--- config.mk ---
export PLATFORM = sky130hd
export DESIGN_NAME = memory_card_directory_engine_core_flat
export DESIGN_NICKNAME = d
export VERILOG_FILES = /design/src/sv/mcd_pkg.sv /design/src/sv/mcd_if.sv /design/src/sv/mcd_dir_ram.sv /design/src/sv/memory_card_directory_engine_core.sv /design/src/flat_wrapper.sv
export SDC_FILE = /design/constraint.sdc
export NUM_CORES = 2
export LEC_CHECK = 0
export ABC_CLOCK_PERIOD_IN_PS = 18700
export BUFFER_PORTS_ARGS = -buffer_cell sky130_fd_sc_hd__buf_2
export CELL_PAD_IN_SITES_DETAIL_PLACEMENT = 1
export CELL_PAD_IN_SITES_GLOBAL_PLACEMENT = 1
export CORE_AREA = 2 2 507 635
export DETAILED_ROUTE_END_ITERATION = 8
export DIE_AREA = 0 0 509 637
export PLACE_DENSITY_LB_ADDON = 0.1
export REMOVE_ABC_BUFFERS = 1
export SLEW_MARGIN = 20
export SYNTH_ARGS = -nofsm -noshare
export SYNTH_HDL_FRONTEND = slang
export SYNTH_SLANG_ARGS = --single-unit
--- constraint.sdc ---
create_clock -name clk -period 18.7 [get_ports clk]
set_input_delay 0.935 -clock clk [delete_from_list [all_inputs] [get_ports clk]]
set_output_delay 0.935 -clock clk [all_outputs]
set_load 0.05 [all_outputs]
--- src/sv/mcd_pkg.sv ---
// types and constants shared by the directory engine
package mcd_pkg;
  localparam int NAME_W = 160;
  localparam int SIZE_W = 17;

  typedef enum logic [2:0] {
    FN_FORMAT   = 3'd0,
    FN_UNFORMAT = 3'd1,
    FN_CREATE   = 3'd2,
    FN_DELETE   = 3'd3,
    FN_SPAN     = 3'd4,
    FN_LIST     = 3'd5
  } func_t;

  typedef enum logic [2:0] {
    ST_OK      = 3'd0,
    ST_NOFMT   = 3'd1,
    ST_NOFILE  = 3'd2,
    ST_EXISTS  = 3'd3,
    ST_FULL    = 3'd4
  } status_t;

  localparam logic [7:0] ES_FIRST = 8'h51;
  localparam logic [7:0] ES_MID   = 8'h52;
  localparam logic [7:0] ES_LAST  = 8'h53;
  localparam logic [7:0] ES_FREE  = 8'hA0;
  localparam logic [3:0] LINK_END = 4'hF;

  typedef enum logic [3:0] {
    S_IDLE, S_FMT, S_FIND, S_FREE, S_BUILD, S_DEL, S_SPAN, S_LIST, S_OUT, S_FIN
  } fsm_t;

  typedef struct packed {
    logic [2:0]  status;
    logic [3:0]  block;
    logic [12:0] start_byte;
    logic [13:0] span_bytes;
    logic [16:0] file_size;
    logic [63:0] name0;
    logic [63:0] name1;
    logic [31:0] name2;
    logic        last;
  } res_t;

  typedef struct packed {
    logic [7:0]        st;
    logic [3:0]        link;
    logic [SIZE_W-1:0] size;
    logic [NAME_W-1:0] name;
  } entry_t;
endpackage

--- src/sv/mcd_if.sv ---
// valid/ready channel interfaces
interface mcd_in_if;
  logic        valid;
  logic        ready;
  logic [2:0]  func;
  logic [63:0] name_part0;
  logic [63:0] name_part1;
  logic [31:0] name_part2;
  logic [3:0]  block_count;
  logic [16:0] byte_offset;
  logic [16:0] byte_length;
  logic [3:0]  max_entries;
  modport source (output valid, func, name_part0, name_part1, name_part2, block_count,
    byte_offset, byte_length, max_entries, input ready);
  modport sink (input valid, func, name_part0, name_part1, name_part2, block_count,
    byte_offset, byte_length, max_entries, output ready);
endinterface

interface mcd_out_if;
  logic        valid;
  logic        ready;
  logic [2:0]  status;
  logic [3:0]  block;
  logic [12:0] start_byte;
  logic [13:0] span_bytes;
  logic [16:0] file_size;
  logic [63:0] out_name0;
  logic [63:0] out_name1;
  logic [31:0] out_name2;
  logic        last;
  modport source (output valid, status, block, start_byte, span_bytes, file_size,
    out_name0, out_name1, out_name2, last, input ready);
  modport sink (input valid, status, block, start_byte, span_bytes, file_size,
    out_name0, out_name1, out_name2, last, output ready);
endinterface

--- src/sv/mcd_dir_ram.sv ---
// directory memory, one entry per data block, registered read
module mcd_dir_ram
  import mcd_pkg::*;
#(
  parameter int DEPTH = 15,
  parameter int AW = 4
) (
  input  logic          clk,
  input  logic          we,
  input  logic [AW-1:0] waddr,
  input  entry_t        wdata,
  input  logic [AW-1:0] raddr,
  output entry_t        rdata
);
  entry_t mem [DEPTH];
  always_ff @(posedge clk) begin
    if (we) mem[waddr] <= wdata;
    rdata <= mem[raddr];
  end
endmodule

--- src/sv/memory_card_directory_engine_core.sv ---
// directory engine top level: sequencer over the directory memory
//  channel | dir | handshake    | payload
//  in_*    | in  | valid/ready  | func, name, count, offset, length, max
//  out_*   | out | valid/ready  | status, block, span, size, name, last
// one operation at a time; each memory pass reads the entries one at a time
// through the registered read, each read checked before the next is issued;
// create takes up to three passes (find, free count, build).
// after reset the sequencer clears the directory and takes no input meanwhile.
// a stalled result holds the sequencer at its current entry; input is taken
// only in idle once the last beat of the previous operation has left.
module memory_card_directory_engine_core
  import mcd_pkg::*;
#(
  parameter int DATA_BLOCKS = 15,
  parameter int BLOCK_BYTES = 8192
) (
  input  logic clk,
  input  logic rst_n,
  mcd_in_if.sink    in_ch,
  mcd_out_if.source out_ch
);
  localparam int AW = 4;
  localparam logic [17:0] BB = 18'(BLOCK_BYTES);
  localparam logic [AW-1:0] LASTI = AW'(DATA_BLOCKS - 1);

  fsm_t st_r, st_nxt, ret_r, ret_nxt;
  logic          fmt_r, fmt_nxt;
  logic [2:0]    func_r, func_nxt;
  logic [NAME_W-1:0] nm_r, nm_nxt;
  logic [3:0]    cnt_r, cnt_nxt, maxe_r, maxe_nxt;
  logic [17:0]   ofs_r, ofs_nxt, len_r, len_nxt, pos_r, pos_nxt;
  logic [AW-1:0] idx_r, idx_nxt;
  logic          rd_r, rd_nxt;
  logic [4:0]    hops_r, hops_nxt, got_r, got_nxt;
  logic [3:0]    k_r, k_nxt, head_r, head_nxt, prev_r, prev_nxt;
  logic          found_r, found_nxt;
  res_t          res_r, res_nxt;
  res_t          pend_r, pend_nxt;
  logic          ov_r, ov_nxt;
  logic          we;
  logic [AW-1:0] waddr, raddr;
  entry_t        wdata, rdata;

  mcd_dir_ram #(.DEPTH(DATA_BLOCKS), .AW(AW)) u_ram (
    .clk, .we, .waddr, .wdata, .raddr, .rdata
  );

  logic [17:0] start_c, n_c;
  logic [3:0]  nx_c;
  always_comb begin
    start_c = (ofs_r > pos_r) ? ofs_r - pos_r : 18'd0;
    n_c = BB - start_c;
    if (n_c > len_r) n_c = len_r;
    nx_c = (rdata.link >= 4'(DATA_BLOCKS)) ? 4'd0 : rdata.link + 4'd1;
  end

  always_ff @(posedge clk) begin
    if (!rst_n) begin
      st_r <= S_FMT;  ret_r <= S_IDLE; fmt_r <= 1'b0; ov_r <= 1'b0;
      idx_r <= '0;    rd_r <= 1'b0;    func_r <= 3'd7;
    end else begin
      st_r <= st_nxt; ret_r <= ret_nxt; fmt_r <= fmt_nxt; ov_r <= ov_nxt;
      idx_r <= idx_nxt; rd_r <= rd_nxt; func_r <= func_nxt;
    end
    nm_r <= nm_nxt; cnt_r <= cnt_nxt; maxe_r <= maxe_nxt; ofs_r <= ofs_nxt;
    len_r <= len_nxt; pos_r <= pos_nxt; hops_r <= hops_nxt; got_r <= got_nxt;
    k_r <= k_nxt; head_r <= head_nxt; prev_r <= prev_nxt; found_r <= found_nxt;
    res_r <= res_nxt; pend_r <= pend_nxt;
  end

  assign in_ch.ready = (st_r == S_IDLE) && !ov_r;
  assign out_ch.valid = ov_r;
  assign out_ch.status = res_r.status;
  assign out_ch.block = res_r.block;
  assign out_ch.start_byte = res_r.start_byte;
  assign out_ch.span_bytes = res_r.span_bytes;
  assign out_ch.file_size = res_r.file_size;
  assign out_ch.out_name0 = res_r.name0;
  assign out_ch.out_name1 = res_r.name1;
  assign out_ch.out_name2 = res_r.name2;
  assign out_ch.last = res_r.last;

  always_comb begin
    st_nxt = st_r; ret_nxt = ret_r; fmt_nxt = fmt_r; func_nxt = func_r;
    nm_nxt = nm_r; cnt_nxt = cnt_r; maxe_nxt = maxe_r; ofs_nxt = ofs_r;
    len_nxt = len_r; pos_nxt = pos_r; idx_nxt = idx_r; rd_nxt = rd_r;
    hops_nxt = hops_r; got_nxt = got_r; k_nxt = k_r; head_nxt = head_r;
    prev_nxt = prev_r; found_nxt = found_r; res_nxt = res_r; pend_nxt = pend_r;
    ov_nxt = ov_r && !out_ch.ready;
    we = 1'b0; waddr = idx_r; raddr = idx_r;
    wdata = '{st: ES_FREE, link: LINK_END, size: '0, name: '0};
    unique case (st_r)
      S_IDLE: begin
        if (in_ch.valid && !ov_r) begin
          func_nxt = in_ch.func;
          nm_nxt = {in_ch.name_part2, in_ch.name_part1, in_ch.name_part0};
          cnt_nxt = in_ch.block_count; maxe_nxt = in_ch.max_entries;
          ofs_nxt = {1'b0, in_ch.byte_offset}; len_nxt = {1'b0, in_ch.byte_length};
          pos_nxt = '0; idx_nxt = '0; rd_nxt = 1'b0; hops_nxt = '0; k_nxt = '0;
          found_nxt = 1'b0; got_nxt = '0; prev_nxt = LINK_END;
          res_nxt = '0; res_nxt.last = 1'b1;
          unique case (in_ch.func)
            FN_FORMAT: begin
              fmt_nxt = 1'b1; st_nxt = S_FMT; ret_nxt = S_OUT;
            end
            FN_UNFORMAT: begin
              fmt_nxt = 1'b0; st_nxt = S_OUT;
            end
            FN_CREATE: begin
              if (!fmt_r) begin
                res_nxt.status = ST_NOFMT; st_nxt = S_OUT;
              end else if (in_ch.block_count == 4'd0) begin
                res_nxt.status = ST_NOFILE; st_nxt = S_OUT;
              end else st_nxt = S_FIND;
            end
            FN_DELETE, FN_SPAN: st_nxt = S_FIND;
            FN_LIST: st_nxt = S_LIST;
            default: st_nxt = S_IDLE;
          endcase
        end
      end
      S_FMT: begin
        we = 1'b1;
        idx_nxt = idx_r + 1'b1;
        if (idx_r == LASTI) begin
          idx_nxt = '0; st_nxt = (ret_r == S_OUT) ? S_OUT : S_IDLE;
        end
      end
      S_FIND: begin
        // issue read, then check on next cycle
        if (!rd_r) rd_nxt = 1'b1;
        else begin
          rd_nxt = 1'b0;
          if (rdata.st == ES_FIRST && rdata.name == nm_r) begin
            found_nxt = 1'b1; head_nxt = 4'(idx_r) + 4'd1;
            st_nxt = (func_r == FN_CREATE) ? S_OUT : S_FREE;
            if (func_r == FN_CREATE) res_nxt.status = ST_EXISTS;
            else begin
              st_nxt = (func_r == FN_DELETE) ? S_DEL : S_SPAN;
              idx_nxt = idx_r;
            end
          end else if (idx_r == LASTI) begin
            idx_nxt = '0;
            if (func_r == FN_CREATE) st_nxt = S_FREE;
            else begin
              res_nxt.status = ST_NOFILE; st_nxt = S_OUT;
            end
          end else idx_nxt = idx_r + 1'b1;
        end
      end
      S_FREE: begin
        // count free blocks
        if (!rd_r) rd_nxt = 1'b1;
        else begin
          rd_nxt = 1'b0;
          if (rdata.st[7:4] != 4'h5) got_nxt = got_r + 5'd1;
          if (idx_r == LASTI) begin
            idx_nxt = '0;
            if ({1'b0, cnt_r} > ((rdata.st[7:4] != 4'h5) ? got_r + 5'd1 : got_r)) begin
              res_nxt.status = ST_FULL; st_nxt = S_OUT;
            end else begin
              st_nxt = S_BUILD; got_nxt = '0;
            end
          end else idx_nxt = idx_r + 1'b1;
        end
      end
      S_BUILD: begin
        // write each chosen block once the next one is known
        if (!rd_r) rd_nxt = 1'b1;
        else begin
          rd_nxt = 1'b0;
          idx_nxt = idx_r + 1'b1;
          if (rdata.st[7:4] != 4'h5) begin
            got_nxt = got_r + 5'd1;
            if (got_r != 5'd0) begin
              we = 1'b1; waddr = AW'(prev_r);
              wdata.st = (got_r == 5'd1) ? ES_FIRST : ES_MID;
              wdata.link = 4'(idx_r);
              wdata.size = (got_r == 5'd1) ? SIZE_W'(cnt_r * BB) : '0;
              wdata.name = (got_r == 5'd1) ? nm_r : '0;
            end
            prev_nxt = 4'(idx_r);
            if (got_r + 5'd1 == {1'b0, cnt_r}) begin
              st_nxt = S_FIN;
            end
          end
        end
      end
      S_FIN: begin
        we = 1'b1; waddr = AW'(prev_r);
        wdata.st = (cnt_r == 4'd1) ? ES_FIRST : ES_LAST;
        wdata.link = LINK_END;
        wdata.size = (cnt_r == 4'd1) ? SIZE_W'(cnt_r * BB) : '0;
        wdata.name = (cnt_r == 4'd1) ? nm_r : '0;
        st_nxt = S_OUT;
      end
      S_DEL: begin
        raddr = AW'(head_r - 4'd1);
        if (!rd_r) rd_nxt = 1'b1;
        else begin
          rd_nxt = 1'b0;
          we = 1'b1; waddr = AW'(head_r - 4'd1);
          wdata = rdata; wdata.st = {4'hA, rdata.st[3:0]};
          hops_nxt = hops_r + 5'd1;
          head_nxt = nx_c;
          if (nx_c == 4'd0 || hops_r + 5'd1 == 5'(DATA_BLOCKS)) st_nxt = S_OUT;
        end
      end
      S_SPAN: begin
        raddr = AW'(head_r - 4'd1);
        if (head_r == 4'd0 || len_r == '0 || hops_r == 5'(DATA_BLOCKS)) begin
          if (!ov_r || out_ch.ready) begin
            if (len_r != '0 && k_r != 4'd0) begin
              // held part goes out ahead of the failure beat
              ov_nxt = 1'b1; res_nxt = pend_r; k_nxt = 4'd0;
            end else begin
              res_nxt = '0;
              if (len_r != '0) res_nxt.status = ST_NOFILE;
              else if (k_r != 4'd0) res_nxt = pend_r;
              res_nxt.last = 1'b1;
              st_nxt = S_OUT;
            end
          end
        end else if (!rd_r) rd_nxt = 1'b1;
        else if (ofs_r < pos_r + BB) begin
          // hold the computed part until the next one decides last
          if (k_r == 4'd0 || !ov_r || out_ch.ready) begin
            if (k_r != 4'd0) begin
              ov_nxt = 1'b1; res_nxt = pend_r;
            end
            pend_nxt = '0;
            pend_nxt.block = head_r;
            pend_nxt.start_byte = start_c[12:0];
            pend_nxt.span_bytes = n_c[13:0];
            k_nxt = k_r + 4'd1;
            ofs_nxt = ofs_r + n_c; len_nxt = len_r - n_c;
            pos_nxt = pos_r + BB; head_nxt = nx_c; hops_nxt = hops_r + 5'd1;
            rd_nxt = 1'b0;
          end
        end else begin
          pos_nxt = pos_r + BB; head_nxt = nx_c; hops_nxt = hops_r + 5'd1;
          rd_nxt = 1'b0;
        end
      end
      S_LIST: begin
        if (!rd_r) rd_nxt = 1'b1;
        else if (k_r == maxe_r || (rdata.st != ES_FIRST)) begin
          rd_nxt = 1'b0;
          if (k_r == maxe_r || idx_r == LASTI) begin
            if (!ov_r || out_ch.ready) begin
              res_nxt = '0;
              if (k_r != 4'd0) res_nxt = pend_r;
              res_nxt.last = 1'b1; st_nxt = S_OUT;
            end else rd_nxt = 1'b1;
          end else idx_nxt = idx_r + 1'b1;
        end else if (k_r == 4'd0 || !ov_r || out_ch.ready) begin
          if (k_r != 4'd0) begin
            ov_nxt = 1'b1; res_nxt = pend_r;
          end
          pend_nxt = '0;
          pend_nxt.block = 4'(idx_r) + 4'd1;
          pend_nxt.file_size = rdata.size;
          {pend_nxt.name2, pend_nxt.name1, pend_nxt.name0} = rdata.name;
          k_nxt = k_r + 4'd1; rd_nxt = 1'b0;
          // last entry: close the scan through the entry limit
          if (idx_r == LASTI) maxe_nxt = k_r + 4'd1;
          else idx_nxt = idx_r + 1'b1;
        end
      end
      S_OUT: begin
        if (!ov_r || out_ch.ready) begin
          ov_nxt = 1'b1; st_nxt = S_IDLE; idx_nxt = '0;
        end
      end
      default: st_nxt = S_IDLE;
    endcase
  end
endmodule

--- src/flat_wrapper.sv ---
// flat-port wrapper written by rule: the top's interface ports become plain ports
module memory_card_directory_engine_core_flat import mcd_pkg::*;
#(
  parameter int DATA_BLOCKS = 15,
  parameter int BLOCK_BYTES = 8192
)
  (clk, rst_n, in_ch_valid, in_ch_func, in_ch_name_part0, in_ch_name_part1, in_ch_name_part2, in_ch_block_count, in_ch_byte_offset, in_ch_byte_length, in_ch_max_entries, in_ch_ready, out_ch_valid, out_ch_status, out_ch_block, out_ch_start_byte, out_ch_span_bytes, out_ch_file_size, out_ch_out_name0, out_ch_out_name1, out_ch_out_name2, out_ch_last, out_ch_ready);
  mcd_in_if in_ch_i ();
  mcd_out_if out_ch_i ();
  input  logic clk;
  input  logic rst_n;
  input wire logic [$bits(in_ch_i.valid)-1:0] in_ch_valid;
  input wire logic [$bits(in_ch_i.func)-1:0] in_ch_func;
  input wire logic [$bits(in_ch_i.name_part0)-1:0] in_ch_name_part0;
  input wire logic [$bits(in_ch_i.name_part1)-1:0] in_ch_name_part1;
  input wire logic [$bits(in_ch_i.name_part2)-1:0] in_ch_name_part2;
  input wire logic [$bits(in_ch_i.block_count)-1:0] in_ch_block_count;
  input wire logic [$bits(in_ch_i.byte_offset)-1:0] in_ch_byte_offset;
  input wire logic [$bits(in_ch_i.byte_length)-1:0] in_ch_byte_length;
  input wire logic [$bits(in_ch_i.max_entries)-1:0] in_ch_max_entries;
  output wire logic [$bits(in_ch_i.ready)-1:0] in_ch_ready;
  output wire logic [$bits(out_ch_i.valid)-1:0] out_ch_valid;
  output wire logic [$bits(out_ch_i.status)-1:0] out_ch_status;
  output wire logic [$bits(out_ch_i.block)-1:0] out_ch_block;
  output wire logic [$bits(out_ch_i.start_byte)-1:0] out_ch_start_byte;
  output wire logic [$bits(out_ch_i.span_bytes)-1:0] out_ch_span_bytes;
  output wire logic [$bits(out_ch_i.file_size)-1:0] out_ch_file_size;
  output wire logic [$bits(out_ch_i.out_name0)-1:0] out_ch_out_name0;
  output wire logic [$bits(out_ch_i.out_name1)-1:0] out_ch_out_name1;
  output wire logic [$bits(out_ch_i.out_name2)-1:0] out_ch_out_name2;
  output wire logic [$bits(out_ch_i.last)-1:0] out_ch_last;
  input wire logic [$bits(out_ch_i.ready)-1:0] out_ch_ready;
  assign in_ch_i.valid = in_ch_valid;
  assign in_ch_i.func = in_ch_func;
  assign in_ch_i.name_part0 = in_ch_name_part0;
  assign in_ch_i.name_part1 = in_ch_name_part1;
  assign in_ch_i.name_part2 = in_ch_name_part2;
  assign in_ch_i.block_count = in_ch_block_count;
  assign in_ch_i.byte_offset = in_ch_byte_offset;
  assign in_ch_i.byte_length = in_ch_byte_length;
  assign in_ch_i.max_entries = in_ch_max_entries;
  assign in_ch_ready = in_ch_i.ready;
  assign out_ch_valid = out_ch_i.valid;
  assign out_ch_status = out_ch_i.status;
  assign out_ch_block = out_ch_i.block;
  assign out_ch_start_byte = out_ch_i.start_byte;
  assign out_ch_span_bytes = out_ch_i.span_bytes;
  assign out_ch_file_size = out_ch_i.file_size;
  assign out_ch_out_name0 = out_ch_i.out_name0;
  assign out_ch_out_name1 = out_ch_i.out_name1;
  assign out_ch_out_name2 = out_ch_i.out_name2;
  assign out_ch_last = out_ch_i.last;
  assign out_ch_i.ready = out_ch_ready;
  memory_card_directory_engine_core #(.DATA_BLOCKS(DATA_BLOCKS), .BLOCK_BYTES(BLOCK_BYTES)) u_core (.clk(clk), .rst_n(rst_n), .in_ch(in_ch_i), .out_ch(out_ch_i));
endmodule
After elaboration in Yosys (flattened, before gate mapping) --
Memory sizes are Yosys's and may differ from the RTL's. A register that Yosys moved wholly into a read port is not among the register bits. Index checks and enable logic that the tools add are counted.
Cells by class: reduce and logical (&&, ||, !) cells 58, eq/ne operators 68, $lt $le $gt $ge 5, multiplexer cells 185, $add $sub $neg 11
Operators by type and width (count):
- $mux 212 | 20
- $pmux 209 s3 | 1
- $mux 189 | 3
- $pmux 189 s3 | 1
- $pmux 212 s2 | 1
- $mux 160 | 2
- $mux 18 | 17
- $mux 4 | 66
- $mux 209 | 1
- $mux 185 | 1
- $eq 160x160->1 | 1
- $pmux 18 s2 | 3
- $mux 5 | 11
- $ne 2x1->1 const B | 23
- $pmux 4 s10 | 1
- $gt 18x18->1 | 2
- $pmux 4 s3 | 3
- $sub 18x18->18 | 2
- $mux 17 | 2
- $mux 3 | 11
- $pmux 5 s3 | 2
- $pmux 4 s7 | 1
- $mux 1 | 26
- $reduce_and 8->1 | 3
- other kinds (57) | 123
Storage, ports and cells: flip-flop bits (word level) 683, RAM bits 2835, memories kept 1, output and inout bits 214, input port bits 209, word-level logic and storage cells 364
Memory list:
- u_core.u_ram.mem | words 15, bits a word 189, rd ports 1, clocked after memory_dff 1, write ports 1, RTL line mcd_dir_ram.sv:15 | entry_t mem [DEPTH];

Longest topological paths before layout --
depth in word-level cells 11, mapped depth 39, mapped depth without buffers 33

Hierarchy --
From an unflattened synthesis, not the netlist that was laid out.
Unflattened totals: cell total of the unflattened synthesis 8058, area total of the unflattened synthesis 144599.9 µm²
By module, submodules not included:
- mcd_dir_ram | area each 112003.7 µm², instances 1, cells an instance 5490
- memory_card_directory_engine_core | area each 32596.3 µm², instances 1, cells an instance 2568

Worst setup path before layout --
Ideal clock, no wire load.
kind register to register, from register u_core.pos_r[13], to register u_core.pend_r[100] in the netlist's numbering, enable pin, slack 1.827 ns, path buffers 0, cell stages (with the launch flop) 11, data arrival time 15.842 ns, setup time 1.031 ns, period minus slack after synthesis 16.873 ns, cells stage by stage edfxtp_1 > ha_1 > xnor2_1 > ha_1 > nor2b_1 > o21ai_0 > nand2b_1 > a21oi_1 > nand3_1 > o21a_1 > nor3_1
Between the ends: word-level cells in the longest chain between the ends 4
Ends and longest elaborated chain:
- from (decl) | RTL line memory_card_directory_engine_core.sv:31 | logic [17:0] ofs_r, ofs_nxt, len_r, len_nxt, pos_r, pos_nxt;
- from (signal assigned) | RTL line memory_card_directory_engine_core.sv:66 | len_r <= len_nxt; pos_r <= pos_nxt; hops_r <= hops_nxt; got_r <= got_nxt;
- $add 18x14->18 | RTL line memory_card_directory_engine_core.sv:225 | else if (ofs_r < pos_r + BB) begin
- $lt 18x18->1 | RTL line memory_card_directory_engine_core.sv:225
- $ne 2x1->1 (no source line)
- $reduce_and 8->1 (no source line)
- to (signal assigned) | RTL line memory_card_directory_engine_core.sv:68 | res_r <= res_nxt; pend_r <= pend_nxt;
- to (decl) | RTL line memory_card_directory_engine_core.sv:38 | res_t pend_r, pend_nxt;
Every way passes these cells. A chain may end at the register's enable or synchronous reset.

Final worst setup path --
from register u_core.pos_r[13], to register u_core.ofs_r[14] (data pin)
Between the ends: word-level cells in the longest chain between the ends 11, elaborated cells on any way between the ends 12, classes of those cells add/sub: 3; order compare: 2; mux: 7
Ends and longest elaborated chain:
- $sub 18x18->18 / $gt 18x18->1 (equally long branches) | RTL line memory_card_directory_engine_core.sv:51 | start_c = (ofs_r > pos_r) ? ofs_r - pos_r : 18'd0;
- $mux 18 (*) | RTL line memory_card_directory_engine_core.sv:51
- $sub 14x18->18 (*) | RTL line memory_card_directory_engine_core.sv:52 | n_c = BB - start_c;
- $gt 18x18->1 | RTL line memory_card_directory_engine_core.sv:53 | if (n_c > len_r) n_c = len_r;
- $mux 18 (*) | RTL line memory_card_directory_engine_core.sv:53
- named net u_core.n_c[0] | RTL line memory_card_directory_engine_core.sv:48 | logic [17:0] start_c, n_c;
- $add 18x18->18 (*) | RTL line memory_card_directory_engine_core.sv:236 | ofs_nxt = ofs_r + n_c; len_nxt = len_r - n_c;
- $mux 18 (*) | RTL line memory_card_directory_engine_core.sv:227 | if (k_r == 4'd0 || !ov_r || out_ch.ready) begin
- $mux 18 (*) | RTL line memory_card_directory_engine_core.sv:225
- $mux 18 (*) | RTL line memory_card_directory_engine_core.sv:224 | end else if (!rd_r) rd_nxt = 1'b1;
- $mux 18 (*) | RTL line memory_card_directory_engine_core.sv:211 | if (head_r == 4'd0 || len_r == '0 || hops_r == 5'(DATA_BLOCKS)) begin
- $pmux 18 s2 (*) | RTL line memory_card_directory_engine_core.sv:92 | unique case (st_r)
- named net u_core.ofs_nxt[14] | RTL line memory_card_directory_engine_core.sv:31
- to (signal assigned) | RTL line memory_card_directory_engine_core.sv:65 | nm_r <= nm_nxt; cnt_r <= cnt_nxt; maxe_r <= maxe_nxt; ofs_r <= ofs_nxt;
- to (decl) | RTL line memory_card_directory_engine_core.sv:31
Mark *: on every way through the listed nets, which the timed path passes. The rest lies on a longest branch. The select of a mux whose other input is x is not followed.

==> impl.org <==
** Outcome
- Outcome :: completed

** Synth
- Async SR Flop Fraction :: 0%
- Counting distinct cell types in the post-synthesis netlist gives 85.
- Summing the areas of all compound-gate instances in the mapped netlist gives 6.56% of the synthesized area.
- Adder-cell share of the synthesized area :: less than 1%
- XOR/XNOR Fraction of Synth Area :: under 10%
- The Yosys step of the flow raised 0 warnings.
- Syn_area_per_cell :: ~18 sq um
- Simple-gate area share of the yosys netlist :: 4.23%
- Number of flops mapped to enable cells by yosys :: approximately 3500
- Primary flip-flop cell chosen by synthesis mapping :: sky130_fd_sc_hd__edfxtp_1
- Post-Synthesis Cell Area :: 143000 sq um
- Fraction of the yosys area taken by sequential cells :: about 76%
- Counting flops and latches in the post-synthesis netlist gives 3658.
- Main combinational cell family by area after synthesis :: multiplexers
- The cell count after synthesis came out at 7805.
- After synthesis, the share of cell area in mux cells is around 10%.

** Critical path
- The worst setup path is launched from a register.
- For flop-to-flop paths, the worst setup slack is 9.50 ns.
- Data arrival at the endpoint of the critical path :: 9.97 ns
- The slowest stage of the critical path is the sky130_fd_sc_hd__or2_1 cell.
- Type of destination of the critical path :: register
- Of all nets on the critical path, the largest fanout is 27.
- Crit path kind :: reg2reg
- Crit Reg-Reg Endpoint :: u_core.ofs_r[14]$_DFFE_PP_
- Critical path's largest stage delay :: slightly below 0.8 ns
- In this run the critical register-to-register path is launched from u_core.pos_r[13]$_SDFFCE_PN0P_.
- Capture point of the worst path :: u_core.ofs_r[14]$_DFFE_PP_
- Critical path startpoint :: u_core.pos_r[13]$_SDFFCE_PN0P_
- At the worst endpoint, the required time is between 15 and 20 ns.
- Worst reg2reg path depth :: 31

** Finish
- Share of cells above drive strength 1 :: approximately a fifth
- Commonest non-fill, non-tap cells in the layout :: sky130_fd_sc_hd__edfxtp_1, sky130_fd_sc_hd__mux4_2, sky130_fd_sc_hd__nand2_1, sky130_fd_sc_hd__buf_2, sky130_fd_sc_hd__clkbuf_16
- The filler cells instantiated in the layout total 28939.
- Utilization after layout :: about half
- Summing all flip-flop and latch instances after layout gives 108000 sq um.
- Multi-input gate area in the final layout :: approximately 33000 sq um
- Commonest non-fill, non-tap cell in the layout :: sky130_fd_sc_hd__edfxtp_1
- Layout Area Growth over Synthesis :: 13.5%
- For this run, the post-layout net count is 8569.

** Floorplanning
- The region available for standard cell placement spans around 320000 sq um.
- Number of top-level pins :: between 400 and 500
- The initial utilization of the core area, before any placement, comes to 44.8%.
- The die covers ~320000 sq um.
- In this run the vertical extent of the chip is about 640 microns.
- Floorplan die width :: 509 microns
- Row generation in the floorplan step produced approximately 230 rows.

** Clock network
- Maximum clock insertion buffer count :: 4
- Htree depth :: 5
- Number of hold buffers added after cts :: 0
- After clock tree synthesis, the setup repair step added 0 buffers.
- Number of cells upsized or downsized after cts :: 0
- Clock latency on the worst-skew pair :: 0.91 ns
- TritonCTS clock tree :: yes
- CTS Buf Count :: 368
- After clock tree synthesis, the clock-pin slew on the worst setup and hold paths is 0.06 ns.
- Clock sink count :: roughly 3700
- The root buffer cell chosen for the clock tree is sky130_fd_sc_hd__clkbuf_16.

** Route
- Number of DRC markers in iteration 0 :: slightly below 7000
- Number of vias after detailed routing :: 76156
- Using the TritonRoute via totals, the vias-per-cell ratio works out to 5.95.
- Final routed wire length divided by cell count :: slightly above 30 microns
- DRC violations left :: 0
- In this run the remaining antenna-violating nets after routing total 0.
- Total iterations of the first detailed-routing run :: 5
- Wires add up to a little under 400 mm.

** GRT
- Number of antenna violations at the first check in global routing :: 32
- Number of global-route vias before repair :: 81758
- Global-route usage over all layers :: 24.1%
- Total global routing overflow :: 0
- The first global-routing pass estimated 572 mm of wire.
- Entering global routing, the biggest net connects ~150 pins.

** Place
- The congestion estimate from routability-driven global placement came to about 0.8.
- Buffers on Ports :: approximately 420
- At the placement stage, the worst setup path has a slack of ~9.6 ns.
- Estimated wirelength of the detail-placed design :: around 210 mm

** Power and ir drop
- For this design the static power due to leakage is roughly 54 nW.
- In this run the power spent charging and discharging nets is roughly 3.8 mW.
- Worst vdd rail ir drop :: 0.0728 mV
- In this run, the combinational gates consume 4.6% of the power.
- Switching power share of the total :: 21.6%
- Part of the total power dissipated in the clock network :: 42.6%
- The completed layout was analyzed and its total power is between 15 and 20 mW.
- Pwr dens :: roughly 110 nW/um^2
- Int Power :: approximately 14 mW
- Register share of total power :: roughly 53%

** Worst hold path
- Hold path startpoint :: in_ch_name_part0[24]
- The tightest min-delay check is of the in2reg type.

** Flow run
- Reported max-cap violation count :: 0

** STA
- The worst path uses between 40% and 50% of the clock period.
- The number of slew-limit violations in the final report is 0.
- Max Fclk :: around 110 MHz
- The worst path in the final design needs a cycle of slightly above 9 ns, including I/O delays and setup.
- Across all setup checks in the final design, the least slack found is approximately 9.5 ns.
- Final hold analysis gives a worst-case slack of ~0.18 ns.
- Max-Slew Margin vs Limit :: between 20% and 30%
- Largest clock skew in the final design :: 0.0446 ns
- Hold Fails Final Rpt :: 0
- Count of final setup violators :: 0
- At the pin with the least slew margin, the transition time is around 1.1 ns.
- Setup repair after global routing left no endpoint under its margin.
-- synth_stat cells (39+ instances only) --
library cell | n | area share, %
sky130_fd_sc_hd__edfxtp_1 | 3456 | 73
sky130_fd_sc_hd__o21ai_0 | 80 | 0.28
sky130_fd_sc_hd__buf_2 | 76 | 0.27
sky130_fd_sc_hd__nand4_1 | 50 | 0.22
sky130_fd_sc_hd__inv_1 | 69 | 0.18
sky130_fd_sc_hd__and2_1 | 202 | 0.89
sky130_fd_sc_hd__nand3_1 | 39 | 0.14
sky130_fd_sc_hd__mux2i_1 | 180 | 1.3
sky130_fd_sc_hd__dfxtp_1 | 202 | 2.8
sky130_fd_sc_hd__a211oi_1 | 193 | 1.0
sky130_fd_sc_hd__mux4_2 | 561 | 8.9
sky130_fd_sc_hd__nor2_1 | 316 | 0.83
sky130_fd_sc_hd__nand2_1 | 540 | 1.4
sky130_fd_sc_hd__a311oi_1 | 188 | 1.2
sky130_fd_sc_hd__ha_1 | 77 | 0.67
sky130_fd_sc_hd__a22o_1 | 372 | 2.3
sky130_fd_sc_hd__xnor2_1 | 190 | 1.2
sky130_fd_sc_hd__clkbuf_1 | 359 | 0.94
sky130_fd_sc_hd__a21oi_1 | 248 | 0.87
-- sequential cells by signal (all words and copies together), names as in the netlist, 4 cells and up --
| register | cells |
|---|---|
| u_core.st_r | 4 |
| u_core.pos_r | 5 |
| u_core.ofs_r | 18 |
| u_core.u_ram.rdata | 187 |
| u_core.out_ch.start_byte | 13 |
| u_core.cnt_r | 4 |
| u_core.len_r | 18 |
| u_core.out_ch.block | 4 |
| u_core.out_ch.out_name1 | 64 |
| u_core.out_ch.file_size | 17 |
| u_core.u_ram.mem | 2805 |
| u_core.out_ch.out_name2 | 32 |
| u_core.maxe_r | 4 |
| u_core.prev_r | 4 |
| u_core.nm_r | 160 |
| u_core.out_ch.out_name0 | 64 |
| u_core.got_r | 5 |
| u_core.hops_r | 5 |
| u_core.out_ch.span_bytes | 14 |
| u_core.idx_r | 4 |
| u_core.head_r | 4 |
| u_core.pend_r | 208 |
| u_core.k_r | 4 |
-- layout make-up --
| class | instances | area share, % |
|---|---|---|
| well taps | 4212 | 3.25 |
| repair buffers | 573 | 2.16 |
| multi-input cells | 3606 | 20.4 |
| diodes | 6 | 0.00927 |
| inverters | 74 | 0.176 |
| clock inverters | 207 | 1.21 |
| flip-flops and latches | 3658 | 66.6 |
| clock buffers | 472 | 6.22 |
-- power groups by stage --
stage,Clock [mW],Sequential (mW),Combinational [mW]
after floorplan,0,9.36,0.873
after global placement,0,9.37,0.813
after detailed placement,0,9.38,0.824
after CTS,7.58,9.21,0.829
after global routing,7.87,9.22,0.875
final,7.43,9.21,0.807
-- worst max-delay path: cells and delay by family (launching register included) --
family | cells | cell delay (ns)
and+or+nand+nor | 9 | 2.61
AOI/OAI and AO/OA | 13 | 3.63
xor gates and xnor gates | 1 | 0.18
buffers and inverters | 3 | 0.35
adders and majority gates | 5 | 1.82
DFF | 1 | 0.45
-- routing by layer --
layer	track usage [%]	part of all wire [%]	up-vias
met1	33.0	42	40991
met5	0	0.020	-
met2	39.9	49	2202
met4	7.73	3.2	14
li1	-	-	32387
met3	3.62	5.6	562
-- kinds of logic after synthesis --
group	Yosys count
flip-flops	3658
AND/OR/NAND/NOR	1312
AO/OA/AOI/OAI	1251
multiplexers	741
buffers and inverters	541
XOR/XNOR	222
adder cells (fa/ha/maj)	80
-- stage by stage --
step                setup TNS (ns)  cell area [sq um]  instances
detailed placement               0             150000      12123
CTS                              0             162000      12802
floorplan                 -4947.07             141000       7338
global placement                 0             150000      12123
global route                     0             162000      12803
finish                           0             162000      12808
-- worst min-delay path by stage --
stage                                                to  slack [ns]  depth (start not counted)
final                         u_core.nm_r[24]$_DFFE_PP_        0.18                          1
after global routing           u_core.nm_r[7]$_DFFE_PP_        0.15                          1
after CTS                     u_core.nm_r[24]$_DFFE_PP_        0.09                          1
after detailed placement   u_core.ret_r[3]$_SDFFE_PN0P_        0.47                          1
after global placement    u_core.func_r[1]$_SDFFE_PN1P_        0.45                          2
after floorplan           u_core.func_r[1]$_SDFFE_PN1P_        0.43                          2
Power figures use the tool's default switching activity.
